==> config.mk <==
export PLATFORM = sky130hd
export DESIGN_NAME = window_average_comfort_scorer
export DESIGN_NICKNAME = d
export VERILOG_FILES = /design/src/hw/rtl/wacs_pkg.sv /design/src/hw/rtl/window_average_comfort_scorer.sv /design/src/hw/rtl/wacs_fifo.sv /design/src/hw/rtl/wacs_front.sv /design/src/hw/rtl/wacs_div.sv /design/src/hw/rtl/wacs_back.sv
export SDC_FILE = /design/constraint.sdc
export NUM_CORES = 2
export LEC_CHECK = 0
export BUFFER_PORTS_ARGS = -buffer_cell sky130_fd_sc_hd__buf_4
export CORE_MARGIN = 3
export CORE_UTILIZATION = 40
export DETAILED_ROUTE_END_ITERATION = 8
export SYNTH_ARGS = -nofsm -noshare
export SYNTH_HDL_FRONTEND = slang
export SYNTH_SLANG_ARGS = --single-unit
export TNS_END_PERCENT = 10
==> constraint.sdc <==
create_clock -name clk -period 9.1 [get_ports clk]
set_input_delay 0.455 -clock clk [delete_from_list [all_inputs] [get_ports clk]]
set_output_delay 0.455 -clock clk [all_outputs]
set_load 0.02 [all_outputs]
==> src/hw/rtl/wacs_pkg.sv <==
// Shared widths, codes, configuration type and scoring constants of the comfort scorer.
package wacs_pkg;

    localparam int TEMP_W     = 15;
    localparam int HUM_W      = 14;
    localparam int PRES_W     = 17;
    localparam int SAMPLE_W   = TEMP_W + HUM_W + PRES_W;
    localparam int IN_DATA_W  = ((SAMPLE_W + 7) / 8) * 8;

    localparam int INDEX_W      = 14;
    localparam int LEVEL_W      = 2;
    localparam int OUT_FIELDS_W = INDEX_W + LEVEL_W + TEMP_W + HUM_W + PRES_W;
    localparam int OUT_DATA_W   = ((OUT_FIELDS_W + 7) / 8) * 8;

    localparam int CFG_INDEX_W = 3;
    localparam int CFG_DATA_W  = 17;

    localparam logic [CFG_INDEX_W-1:0] CFG_TEMPERATURE_TARGET = CFG_INDEX_W'(0);
    localparam logic [CFG_INDEX_W-1:0] CFG_HUMIDITY_TARGET    = CFG_INDEX_W'(1);
    localparam logic [CFG_INDEX_W-1:0] CFG_PRESSURE_TARGET    = CFG_INDEX_W'(2);
    localparam logic [CFG_INDEX_W-1:0] CFG_GOOD_THRESHOLD     = CFG_INDEX_W'(3);
    localparam logic [CFG_INDEX_W-1:0] CFG_MODERATE_THRESHOLD = CFG_INDEX_W'(4);
    localparam logic [CFG_INDEX_W-1:0] CFG_POOR_THRESHOLD     = CFG_INDEX_W'(5);

    typedef struct packed {
        logic signed [TEMP_W-1:0] temperature_target;
        logic [HUM_W-1:0]         humidity_target;
        logic [PRES_W-1:0]        pressure_target;
        logic [INDEX_W-1:0]       good_threshold;
        logic [INDEX_W-1:0]       moderate_threshold;
        logic [INDEX_W-1:0]       poor_threshold;
    } cfg_t;

    localparam cfg_t CFG_RESET = '{
        temperature_target: TEMP_W'(2200),
        humidity_target:    HUM_W'(5000),
        pressure_target:    PRES_W'(101325),
        good_threshold:     INDEX_W'(8000),
        moderate_threshold: INDEX_W'(6000),
        poor_threshold:     INDEX_W'(4000)
    };

    typedef enum logic [LEVEL_W-1:0] {
        LEVEL_GOOD     = 2'd0,
        LEVEL_MODERATE = 2'd1,
        LEVEL_POOR     = 2'd2,
        LEVEL_CRITICAL = 2'd3
    } level_t;

    // Fewest samples in the window that give a result.
    localparam int MIN_FILL = 3;

    // Score = 1000000 - (200*dT + 60*dH + 2*dP), in millionths of the full score.
    localparam int PENALTY_W   = 23;
    localparam int WPOS_W      = 20;
    localparam int SCORE_BASE  = 1000000;
    localparam int TEMP_WEIGHT = 200;
    localparam int HUM_WEIGHT  = 60;
    localparam int PRES_WEIGHT = 2;

    // floor(x / 100) = (x * DIV100_RECIP) >> DIV100_SHIFT, exact for x below 1.8e6.
    localparam int RECIP_W      = 21;
    localparam int DIV100_SHIFT = 27;
    localparam int DIV100_RECIP = 1342178;
    localparam int PROD_W       = WPOS_W + RECIP_W;

endpackage

==> src/hw/rtl/window_average_comfort_scorer.sv <==
// Windowed comfort scorer: averages the last WINDOW_DEPTH samples and grades them against targets.
// Each accepted sample enters a window of the last WINDOW_DEPTH samples; once three or more
// are held, one result word follows with the truncated window averages, a comfort index of
// 0..10000 and an alert level. The front takes no new sample while it updates the sums or
// waits for room to queue a result, and hands the sums to a two-entry queue; the back then
// forms the three averages one after another with one serial divider, one quotient bit per
// cycle, and holds each result until the output is free. Configuration writes take effect at
// once and are meant for idle periods.
module window_average_comfort_scorer
    import wacs_pkg::*;
#(
    parameter int WINDOW_DEPTH = 16
)
(
    input  logic                   clk,
    input  logic                   rst_n,
    input  logic                   s_tvalid,
    output logic                   s_tready,
    // temperature[14:0], humidity[28:15], pressure[45:29], zero fill
    input  logic [IN_DATA_W-1:0]   s_tdata,
    output logic                   m_tvalid,
    input  logic                   m_tready,
    // score[13:0], level[15:14], average_temperature[30:16],
    // average_humidity[44:31], average_pressure[61:45], zero fill
    output logic [OUT_DATA_W-1:0]  m_tdata,
    input  logic                   cfg_we,
    input  logic [CFG_INDEX_W-1:0] cfg_index,
    input  logic [CFG_DATA_W-1:0]  cfg_data
);

    localparam int SLOT_W = $clog2(WINDOW_DEPTH);
    localparam int CNT_W  = $clog2(WINDOW_DEPTH + 1);
    localparam int JOB_W  = TEMP_W + HUM_W + PRES_W + 3 * SLOT_W + CNT_W;

    cfg_t             cfg_reg;
    logic             push;
    logic             pop;
    logic             full;
    logic             empty;
    logic [JOB_W-1:0] push_job;
    logic [JOB_W-1:0] pop_job;

    always_ff @(posedge clk or negedge rst_n)
    begin
        if (!rst_n)
            cfg_reg <= CFG_RESET;
        else if (cfg_we)
        begin
            unique case (cfg_index)
                CFG_TEMPERATURE_TARGET: cfg_reg.temperature_target <= cfg_data[TEMP_W-1:0];
                CFG_HUMIDITY_TARGET:    cfg_reg.humidity_target    <= cfg_data[HUM_W-1:0];
                CFG_PRESSURE_TARGET:    cfg_reg.pressure_target    <= cfg_data[PRES_W-1:0];
                CFG_GOOD_THRESHOLD:     cfg_reg.good_threshold     <= cfg_data[INDEX_W-1:0];
                CFG_MODERATE_THRESHOLD: cfg_reg.moderate_threshold <= cfg_data[INDEX_W-1:0];
                CFG_POOR_THRESHOLD:     cfg_reg.poor_threshold     <= cfg_data[INDEX_W-1:0];
                default: ;
            endcase
        end
    end

    wacs_front #(
        .WINDOW_DEPTH (WINDOW_DEPTH)
    ) u_front (
        .clk      (clk),
        .rst_n    (rst_n),
        .s_tvalid (s_tvalid),
        .s_tready (s_tready),
        .sample   (s_tdata[SAMPLE_W-1:0]),
        .push     (push),
        .job      (push_job),
        .full     (full)
    );

    wacs_fifo #(
        .WIDTH (JOB_W)
    ) u_fifo (
        .clk       (clk),
        .rst_n     (rst_n),
        .push      (push),
        .push_data (push_job),
        .pop       (pop),
        .pop_data  (pop_job),
        .full      (full),
        .empty     (empty)
    );

    wacs_back #(
        .WINDOW_DEPTH (WINDOW_DEPTH)
    ) u_back (
        .clk       (clk),
        .rst_n     (rst_n),
        .cfg       (cfg_reg),
        .job_valid (!empty),
        .job       (pop_job),
        .job_pop   (pop),
        .m_tvalid  (m_tvalid),
        .m_tready  (m_tready),
        .m_tdata   (m_tdata)
    );

endmodule

==> src/hw/rtl/wacs_fifo.sv <==
// Two-entry queue of window sums between the front and the back of the scorer.
module wacs_fifo
    import wacs_pkg::*;
#(
    parameter int WIDTH = 8
)
(
    input  logic             clk,
    input  logic             rst_n,
    input  logic             push,
    input  logic [WIDTH-1:0] push_data,
    input  logic             pop,
    output logic [WIDTH-1:0] pop_data,
    output logic             full,
    output logic             empty
);

    logic [WIDTH-1:0] entry_reg [2];
    logic             wr_ptr_reg;
    logic             rd_ptr_reg;
    logic [1:0]       count_reg;

    assign full     = (count_reg == 2'd2);
    assign empty    = (count_reg == 2'd0);
    assign pop_data = entry_reg[rd_ptr_reg];

    always_ff @(posedge clk or negedge rst_n)
    begin
        if (!rst_n)
        begin
            wr_ptr_reg <= 1'b0;
            rd_ptr_reg <= 1'b0;
            count_reg  <= 2'd0;
        end
        else
        begin
            if (push)
                wr_ptr_reg <= ~wr_ptr_reg;
            if (pop)
                rd_ptr_reg <= ~rd_ptr_reg;
            if (push && !pop)
                count_reg <= count_reg + 2'd1;
            else if (pop && !push)
                count_reg <= count_reg - 2'd1;
        end
    end

    always_ff @(posedge clk)
    begin
        if (push)
            entry_reg[wr_ptr_reg] <= push_data;
    end

    a_no_push_full: assert property (@(posedge clk) disable iff (!rst_n) push |-> !full)
        else $error("queue written while full");

endmodule

==> src/hw/rtl/wacs_front.sv <==
// Sample window: stores samples, keeps running sums and queues a job per scored sample.
module wacs_front
    import wacs_pkg::*;
#(
    parameter int WINDOW_DEPTH = 16
)
(
    input  logic                                    clk,
    input  logic                                    rst_n,
    input  logic                                    s_tvalid,
    output logic                                    s_tready,
    input  logic [SAMPLE_W-1:0]                     sample,
    output logic                                    push,
    output logic [PRES_W+HUM_W+TEMP_W+3*$clog2(WINDOW_DEPTH)
                  +$clog2(WINDOW_DEPTH+1)-1:0]      job,
    input  logic                                    full
);

    localparam int SLOT_W    = $clog2(WINDOW_DEPTH);
    localparam int CNT_W     = $clog2(WINDOW_DEPTH + 1);
    localparam int T_SUM_W   = TEMP_W + SLOT_W;
    localparam int H_SUM_W   = HUM_W + SLOT_W;
    localparam int P_SUM_W   = PRES_W + SLOT_W;

    typedef enum logic [2:0] {
        F_IDLE   = 3'b001,
        F_UPDATE = 3'b010,
        F_PUSH   = 3'b100
    } front_state_t;

    front_state_t               state_reg, state_next;
    logic [SLOT_W-1:0]          slot_reg;
    logic [CNT_W-1:0]           fill_reg;
    logic                       was_full_reg;
    logic signed [T_SUM_W-1:0]  t_sum_reg;
    logic [H_SUM_W-1:0]         h_sum_reg;
    logic [P_SUM_W-1:0]         p_sum_reg;
    logic [SAMPLE_W-1:0]        sample_reg;
    logic [SAMPLE_W-1:0]        old_reg;
    logic [SAMPLE_W-1:0]        store [WINDOW_DEPTH];

    logic                       accept;
    logic signed [TEMP_W-1:0]   new_t, old_t;
    logic [HUM_W-1:0]           new_h, old_h;
    logic [PRES_W-1:0]          new_p, old_p;

    assign s_tready = (state_reg == F_IDLE);
    assign accept   = s_tvalid && s_tready;
    assign push     = (state_reg == F_PUSH) && !full;
    assign job      = {fill_reg, p_sum_reg, h_sum_reg, t_sum_reg};

    assign new_t = sample_reg[TEMP_W-1:0];
    assign new_h = sample_reg[TEMP_W +: HUM_W];
    assign new_p = sample_reg[TEMP_W+HUM_W +: PRES_W];
    assign old_t = old_reg[TEMP_W-1:0];
    assign old_h = old_reg[TEMP_W +: HUM_W];
    assign old_p = old_reg[TEMP_W+HUM_W +: PRES_W];

    always_comb
    begin
        state_next = state_reg;
        unique case (state_reg)
            F_IDLE:
                if (accept)
                    state_next = F_UPDATE;
            F_UPDATE:
                if (fill_reg >= CNT_W'(MIN_FILL))
                    state_next = F_PUSH;
                else
                    state_next = F_IDLE;
            F_PUSH:
                if (!full)
                    state_next = F_IDLE;
            default:
                state_next = F_IDLE;
        endcase
    end

    always_ff @(posedge clk or negedge rst_n)
    begin
        if (!rst_n)
        begin
            state_reg    <= F_IDLE;
            slot_reg     <= '0;
            fill_reg     <= '0;
            was_full_reg <= 1'b0;
            t_sum_reg    <= '0;
            h_sum_reg    <= '0;
            p_sum_reg    <= '0;
        end
        else
        begin
            state_reg <= state_next;
            if (accept)
            begin
                // The write slot is always the oldest entry once the window is full.
                slot_reg     <= (slot_reg == SLOT_W'(WINDOW_DEPTH - 1)) ? '0 : slot_reg + 1'b1;
                was_full_reg <= (fill_reg == CNT_W'(WINDOW_DEPTH));
                if (fill_reg != CNT_W'(WINDOW_DEPTH))
                    fill_reg <= fill_reg + 1'b1;
            end
            if (state_reg == F_UPDATE)
            begin
                t_sum_reg <= t_sum_reg + T_SUM_W'(new_t)
                           - (was_full_reg ? T_SUM_W'(old_t) : T_SUM_W'(0));
                h_sum_reg <= h_sum_reg + H_SUM_W'(new_h)
                           - (was_full_reg ? H_SUM_W'(old_h) : H_SUM_W'(0));
                p_sum_reg <= p_sum_reg + P_SUM_W'(new_p)
                           - (was_full_reg ? P_SUM_W'(old_p) : P_SUM_W'(0));
            end
        end
    end

    // Read the departing entry before it is overwritten.
    always_ff @(posedge clk)
    begin
        if (accept)
        begin
            store[slot_reg] <= sample;
            old_reg         <= store[slot_reg];
            sample_reg      <= sample;
        end
    end

    a_fill_bound: assert property (@(posedge clk) disable iff (!rst_n)
        fill_reg <= CNT_W'(WINDOW_DEPTH))
        else $error("fill count beyond window depth");
    a_push_filled: assert property (@(posedge clk) disable iff (!rst_n)
        push |-> fill_reg >= CNT_W'(MIN_FILL))
        else $error("job queued with too few samples");

endmodule

==> src/hw/rtl/wacs_div.sv <==
// Restoring serial divider, one quotient bit per cycle.
module wacs_div
    import wacs_pkg::*;
#(
    parameter int NUM_W = 21,
    parameter int DEN_W = 5
)
(
    input  logic             clk,
    input  logic             rst_n,
    input  logic             start,
    input  logic [NUM_W-1:0] num,
    input  logic [DEN_W-1:0] den,
    output logic             done,
    output logic [NUM_W-1:0] quo
);

    localparam int STEP_W = $clog2(NUM_W + 1);

    logic              busy_reg;
    logic              done_reg;
    logic [STEP_W-1:0] step_reg;
    logic [NUM_W-1:0]  q_reg;
    logic [DEN_W-1:0]  rem_reg;
    logic [DEN_W-1:0]  den_reg;
    logic [DEN_W:0]    rem_shift;
    logic              fits;

    assign rem_shift = {rem_reg, q_reg[NUM_W-1]};
    assign fits      = (rem_shift >= {1'b0, den_reg});
    assign done      = done_reg;
    assign quo       = q_reg;

    always_ff @(posedge clk or negedge rst_n)
    begin
        if (!rst_n)
        begin
            busy_reg <= 1'b0;
            done_reg <= 1'b0;
            step_reg <= '0;
        end
        else
        begin
            done_reg <= 1'b0;
            if (start)
            begin
                busy_reg <= 1'b1;
                step_reg <= STEP_W'(NUM_W);
            end
            else if (busy_reg)
            begin
                step_reg <= step_reg - 1'b1;
                if (step_reg == STEP_W'(1))
                begin
                    busy_reg <= 1'b0;
                    done_reg <= 1'b1;
                end
            end
        end
    end

    always_ff @(posedge clk)
    begin
        if (start)
        begin
            q_reg   <= num;
            rem_reg <= '0;
            den_reg <= den;
        end
        else if (busy_reg)
        begin
            q_reg   <= {q_reg[NUM_W-2:0], fits};
            rem_reg <= fits ? DEN_W'(rem_shift - {1'b0, den_reg}) : rem_shift[DEN_W-1:0];
        end
    end

endmodule

==> src/hw/rtl/wacs_back.sv <==
// Scoring engine: averages via the serial divider, weighted index, level and output register.
module wacs_back
    import wacs_pkg::*;
#(
    parameter int WINDOW_DEPTH = 16
)
(
    input  logic                                    clk,
    input  logic                                    rst_n,
    input  cfg_t                                    cfg,
    input  logic                                    job_valid,
    input  logic [PRES_W+HUM_W+TEMP_W+3*$clog2(WINDOW_DEPTH)
                  +$clog2(WINDOW_DEPTH+1)-1:0]      job,
    output logic                                    job_pop,
    output logic                                    m_tvalid,
    input  logic                                    m_tready,
    output logic [OUT_DATA_W-1:0]                   m_tdata
);

    localparam int SLOT_W  = $clog2(WINDOW_DEPTH);
    localparam int CNT_W   = $clog2(WINDOW_DEPTH + 1);
    localparam int T_SUM_W = TEMP_W + SLOT_W;
    localparam int H_SUM_W = HUM_W + SLOT_W;
    localparam int P_SUM_W = PRES_W + SLOT_W;
    localparam int JOB_W   = T_SUM_W + H_SUM_W + P_SUM_W + CNT_W;
    localparam int NUM_W   = P_SUM_W;

    typedef enum logic [8:0] {
        B_IDLE  = 9'b000000001,
        B_DIV_T = 9'b000000010,
        B_DIV_H = 9'b000000100,
        B_DIV_P = 9'b000001000,
        B_DIST  = 9'b000010000,
        B_PEN   = 9'b000100000,
        B_WPOS  = 9'b001000000,
        B_MUL   = 9'b010000000,
        B_OUT   = 9'b100000000
    } back_state_t;

    back_state_t               state_reg, state_next;
    logic                      start_reg;
    logic                      m_tvalid_reg;
    logic [OUT_DATA_W-1:0]     m_tdata_reg;
    logic [JOB_W-1:0]          job_reg;
    logic signed [TEMP_W-1:0]  at_reg;
    logic [HUM_W-1:0]          ah_reg;
    logic [PRES_W-1:0]         ap_reg;
    logic [TEMP_W-1:0]         dt_reg;
    logic [HUM_W-1:0]          dh_reg;
    logic [PRES_W-1:0]         dp_reg;
    logic [PENALTY_W-1:0]      pen_reg;
    logic [WPOS_W-1:0]         wpos_reg;
    logic [PROD_W-1:0]         prod_reg;

    logic [T_SUM_W-1:0]        t_sum;
    logic [H_SUM_W-1:0]        h_sum;
    logic [P_SUM_W-1:0]        p_sum;
    logic [CNT_W-1:0]          count;
    logic                      t_neg;
    logic [T_SUM_W-1:0]        t_mag;
    logic [NUM_W-1:0]          div_num;
    logic                      div_done;
    logic [NUM_W-1:0]          div_quo;
    logic [TEMP_W:0]           t_diff;
    logic [INDEX_W-1:0]        index;
    level_t                    level;
    logic                      out_free;

    assign t_sum = job_reg[T_SUM_W-1:0];
    assign h_sum = job_reg[T_SUM_W +: H_SUM_W];
    assign p_sum = job_reg[T_SUM_W+H_SUM_W +: P_SUM_W];
    assign count = job_reg[T_SUM_W+H_SUM_W+P_SUM_W +: CNT_W];
    assign t_neg = t_sum[T_SUM_W-1];
    assign t_mag = t_neg ? (~t_sum + 1'b1) : t_sum;

    always_comb
    begin
        div_num = NUM_W'(p_sum);
        priority case (1'b1)
            state_reg == B_DIV_T: div_num = NUM_W'(t_mag);
            state_reg == B_DIV_H: div_num = NUM_W'(h_sum);
            default:              div_num = NUM_W'(p_sum);
        endcase
    end

    wacs_div #(
        .NUM_W (NUM_W),
        .DEN_W (CNT_W)
    ) u_div (
        .clk   (clk),
        .rst_n (rst_n),
        .start (start_reg),
        .num   (div_num),
        .den   (count),
        .done  (div_done),
        .quo   (div_quo)
    );

    assign t_diff   = {at_reg[TEMP_W-1], at_reg}
                    - {cfg.temperature_target[TEMP_W-1], cfg.temperature_target};
    assign index    = prod_reg[DIV100_SHIFT +: INDEX_W];
    assign out_free = !m_tvalid_reg || m_tready;
    assign job_pop  = (state_reg == B_IDLE) && job_valid;
    assign m_tvalid = m_tvalid_reg;
    assign m_tdata  = m_tdata_reg;

    always_comb
    begin
        priority if (index >= cfg.good_threshold)
            level = LEVEL_GOOD;
        else if (index >= cfg.moderate_threshold)
            level = LEVEL_MODERATE;
        else if (index >= cfg.poor_threshold)
            level = LEVEL_POOR;
        else
            level = LEVEL_CRITICAL;
    end

    always_comb
    begin
        state_next = state_reg;
        unique case (state_reg)
            B_IDLE:  if (job_valid) state_next = B_DIV_T;
            B_DIV_T: if (div_done)  state_next = B_DIV_H;
            B_DIV_H: if (div_done)  state_next = B_DIV_P;
            B_DIV_P: if (div_done)  state_next = B_DIST;
            B_DIST:  state_next = B_PEN;
            B_PEN:   state_next = B_WPOS;
            B_WPOS:  state_next = B_MUL;
            B_MUL:   state_next = B_OUT;
            B_OUT:   if (out_free)  state_next = B_IDLE;
            default: state_next = B_IDLE;
        endcase
    end

    always_ff @(posedge clk or negedge rst_n)
    begin
        if (!rst_n)
        begin
            state_reg    <= B_IDLE;
            start_reg    <= 1'b0;
            m_tvalid_reg <= 1'b0;
        end
        else
        begin
            state_reg <= state_next;
            // Kick the divider on entry to each division state.
            start_reg <= job_pop
                      || (div_done && (state_reg == B_DIV_T || state_reg == B_DIV_H));
            if (state_reg == B_OUT && out_free)
                m_tvalid_reg <= 1'b1;
            else if (m_tready)
                m_tvalid_reg <= 1'b0;
        end
    end

    always_ff @(posedge clk)
    begin
        if (job_pop)
            job_reg <= job;
        if (div_done && state_reg == B_DIV_T)
            at_reg <= t_neg ? (~div_quo[TEMP_W-1:0] + 1'b1) : div_quo[TEMP_W-1:0];
        if (div_done && state_reg == B_DIV_H)
            ah_reg <= div_quo[HUM_W-1:0];
        if (div_done && state_reg == B_DIV_P)
            ap_reg <= div_quo[PRES_W-1:0];
        if (state_reg == B_DIST)
        begin
            dt_reg <= t_diff[TEMP_W] ? TEMP_W'(~t_diff + 1'b1) : t_diff[TEMP_W-1:0];
            dh_reg <= (ah_reg >= cfg.humidity_target) ? ah_reg - cfg.humidity_target
                                                      : cfg.humidity_target - ah_reg;
            dp_reg <= (ap_reg >= cfg.pressure_target) ? ap_reg - cfg.pressure_target
                                                      : cfg.pressure_target - ap_reg;
        end
        if (state_reg == B_PEN)
            pen_reg <= PENALTY_W'(dt_reg) * PENALTY_W'(TEMP_WEIGHT)
                     + PENALTY_W'(dh_reg) * PENALTY_W'(HUM_WEIGHT)
                     + PENALTY_W'(dp_reg) * PENALTY_W'(PRES_WEIGHT);
        // A negative weighted score floors at zero.
        if (state_reg == B_WPOS)
            wpos_reg <= (pen_reg >= PENALTY_W'(SCORE_BASE)) ? '0
                      : WPOS_W'(PENALTY_W'(SCORE_BASE) - pen_reg);
        if (state_reg == B_MUL)
            prod_reg <= PROD_W'(wpos_reg) * PROD_W'(DIV100_RECIP);
        if (state_reg == B_OUT && out_free)
            m_tdata_reg <= {{(OUT_DATA_W - OUT_FIELDS_W){1'b0}}, ap_reg, ah_reg, at_reg,
                            level, index};
    end

    a_done_in_div: assert property (@(posedge clk) disable iff (!rst_n)
        div_done |-> (state_reg == B_DIV_T || state_reg == B_DIV_H || state_reg == B_DIV_P))
        else $error("divider finished outside a division state");
    a_valid_from_out: assert property (@(posedge clk) disable iff (!rst_n)
        $rose(m_tvalid_reg) |-> $past(state_reg == B_OUT))
        else $error("result word raised without a finished score");
    a_index_range: assert property (@(posedge clk) disable iff (!rst_n)
        state_reg == B_OUT |-> index <= INDEX_W'(10000))
        else $error("comfort index beyond full scale");

endmodule

==> impl_metrics.tcl <==
set metrics [dict create \
    drc 0 \
    pwr_density_cell_nw_per_um2 251 \
    required_ps 9590 \
    grt_pass1_vias 42000 \
    clock_skew_ps 54.0 \
    crit_cells 20 \
    wl_per_cell_um 20.9 \
    path_cells "inv_1, fa_1, inv_1, ha_1, inv_1, fa_1, inv_1, fa_1, fa_1, fa_1, ha_1, ha_1, a2111oi_0, a31oi_1, a21oi_1, a21oi_1, or2_2, a311oi_1, o31ai_1, xor2_1" \
    slowest_delay_ps 690 \
    slowest_stage "edfxtp_1" \
    areaGrowthSynthToFinish_pct 13.3 \
    avgSynthCellArea_um2 14.3 \
    grt_usage_pct 17.7 \
    cts_tree "built" \
    setup_viol 0 \
    final_cells 8020 \
    rows 156 \
    path_buf_inv 4 \
    portBuffers 134 \
    dr_total_vias 40700 \
    fmax_mhz 138 \
    grt_pass1_wl_um 258000 \
    critical_path.top_delay_family "adder cells" \
    dpl-instance-area_um2 77900 \
    worstSetupPathType "flip-flop to flip-flop" \
    yosysWarnings 0 \
    cts-root-buf "clkbuf_16" \
    crit_path_frequent_cell "fa_1" \
    largest_reg_flops 736 \
    synth_top_flop_cell "edfxtp_1" \
    timing.final.crit_share_pct 79.6 \
    hold_path_class "input port to flip-flop" \
    worstMarginPinSlew_ps 1220 \
    nFillCells 16100 \
    ant_nets 0 \
    vdd_ir_drop_max_uv 348 \
    worstPathMaxFanout 8 \
    dieArea_um2 189000 \
    drive_above_1_share_pct 15.4 \
    rsz0062_at_grt "no" \
    r2r_cells 20 \
    max-slew-margin-rel_pct 18.6 \
    fin_crit_ps 7250 \
    vias_per_cell 5.08 \
    ys_seq_area_share_pct 57.4 \
    fp.dieH_um 435 \
    dp_hpwl_um 114000 \
    status "completed" \
    drt_iter0_markers 2872 \
    endpoint_kind "flip-flop" \
    cts_sinks 1438 \
    htreeDepth 4 \
    fin_nets 6248 \
    p_total_mw 21.0 \
    maxCapViolCount 0 \
    coreArea_um2 182000 \
    initial_core_util_pct 40.5 \
    dp.cells 7664 \
    synth-seq-cells 1438 \
    routabilityCongestion 0.878 \
    synthCells 5162 \
    hold_viol_final 0 \
    totalWireLength_um 168000 \
    final_area_um2 83500 \
    synth_edf_count 1252 \
    cts_buffers 154 \
    clock_latency_ps 780 \
    setup_tns_ps 0 \
    drv_slew 0 \
    worstPathArrival_ps 7730 \
    power_leakage_nw 32.4 \
    synth-async-reset-ratio_pct 12.6 \
    dr.pass1.iters 5 \
    cts_max_path_buffers 3 \
    min_path_cells 4 \
    fp.dieW_um 435 \
    synth_area_um2 73700 \
    synth_cell_type_count 94 \
    start_kind "flip-flop" \
    pin_count 139 \
    cts_setup_buffers 0 \
    antenna_found_initial 7 \
    path_clk_slew_ps 60 \
    grt_max_degree 127 \
    grt_overflow_total 0 \
]
## synthesized netlist by cell type, types with 46 or more instances
| cell type | instances | area share, % |
|---|---|---|
| nand2_1 | 244 | 1.2 |
| o21ai_0 | 223 | 1.5 |
| a21o_1 | 66 | 0.67 |
| a21oi_1 | 161 | 1.1 |
| xor2_1 | 71 | 0.84 |
| fa_1 | 241 | 6.5 |
| mux2i_1 | 46 | 0.62 |
| inv_1 | 771 | 3.9 |
| mux2_2 | 110 | 1.7 |
| clkbuf_1 | 102 | 0.52 |
| nor3_1 | 57 | 0.39 |
| ha_1 | 499 | 8.5 |
| edfxtp_1 | 1252 | 51 |
| xnor2_1 | 125 | 1.5 |
| nor2_1 | 190 | 0.97 |
| dfrtp_1 | 141 | 4.8 |
| and2_1 | 58 | 0.49 |
| nand3_1 | 51 | 0.35 |
| mux4_2 | 230 | 7.0 |
## final timing paths
kind | startpoint | end | slack, ps
setup / recovery | u_back.wpos_reg[12] | u_back.prod_reg[39] | 1850
min in group asynchronous | rst_n | u_front.slot_reg[0] | 280
hold reg to reg | u_back.job_reg[61] | u_back.u_div.den_reg[3] | 420
hold / removal | m_tready | u_back.m_tvalid | 70
max in group asynchronous | rst_n | u_fifo.rd_ptr_reg | 7440
setup reg to reg | u_back.wpos_reg[12] | u_back.prod_reg[39] | 1850
## cell usage in the layout, fill, tap and decap left out, drive strengths merged, types with 58 or more instances in the layout
master	synthesis	routed
a21o	68	68
a21oi	163	163
and2	58	58
buf	28	182
clkbuf	103	201
clkinv	0	61
dfrtp	141	141
dlygate4sd3	0	64
edfxtp	1252	1252
fa	241	241
ha	499	499
inv	772	780
mux2	111	111
mux4	230	230
nand2	245	245
nor2	190	190
o21ai	226	226
xnor2	125	125
xor2	71	71
## power by group
| group | switching, mW | internal [mW] |
|---|---|---|
| sequential | 0.458 | 8.00 |
| combinational | 3.49 | 2.92 |
| clock | 2.66 | 3.44 |
| total | 6.60 | 14.4 |
## cell families (layout without fill, tap and decap cells)
group / after synthesis / after routing / share of synthesized area (%)
buffers and inverters: 903 / 1304 / 4.64
other: 1 / 9 / 0.00509
muxes: 387 / 387 / 9.36
DFF: 1438 / 1438 / 57.4
adders and majority gates: 740 / 740 / 15.0
AOI/OAI and AO/OA: 672 / 672 / 5.74
xor gates and xnor gates: 196 / 196 / 2.33
and+or+nand+nor: 825 / 825 / 5.53
## per-stage QoR
step	setup WS, ps	hold WS (ps)	utilization, %
finish	1850	67.1	45.9
global route	1530	69.6	45.9
CTS	1930	49.4	45.9
detailed placement	1920	405	42.8
global placement	1950	403	42.8
floorplan	699	159	-
## routing by layer
metal / up-vias / share of wire (%) / wire length [um] / GRT usage [%]
met5: - / 0.016 / 27 / 0
met3: 242 / 4.0 / 6650 / 2.52
met4: 4 / 3.1 / 5190 / 5.80
met1: 20500 / 42 / 71100 / 23.0
met2: 804 / 51 / 84800 / 30.5
li1: 19200 / - / - / -
## layout make-up
cell class	count	area, um2	share of cell area (%)
inverter	772	2900	3.47
sequential	1438	42300	50.6
tap	2449	3060	3.67
timing repair buffer	247	2050	2.45
clock buffer	200	4110	4.92
antenna	7	17.5	0.0210
clock inverter	85	880	1.05
multi-input combinational	2822	28200	33.8
## worst reg2reg max path, stage by stage (launching register included)
cell	delay, ps
edfxtp_1	690
inv_1	210
fa_1	570
inv_1	50
ha_1	270
inv_1	50
fa_1	480
inv_1	60
fa_1	500
fa_1	510
fa_1	530
ha_1	320
ha_1	360
a2111oi_0	440
a31oi_1	150
a21oi_1	450
a21oi_1	200
or2_2	350
a311oi_1	480
o31ai_1	160
xor2_1	160
## timing repair
action | 4_1_cts | 5_1_grt
hold buffers | 64 | 0
endpoints found under the hold margin | 888 | 0
gates resized for setup | 0 | 0
(Power assumes the default switching activity.)
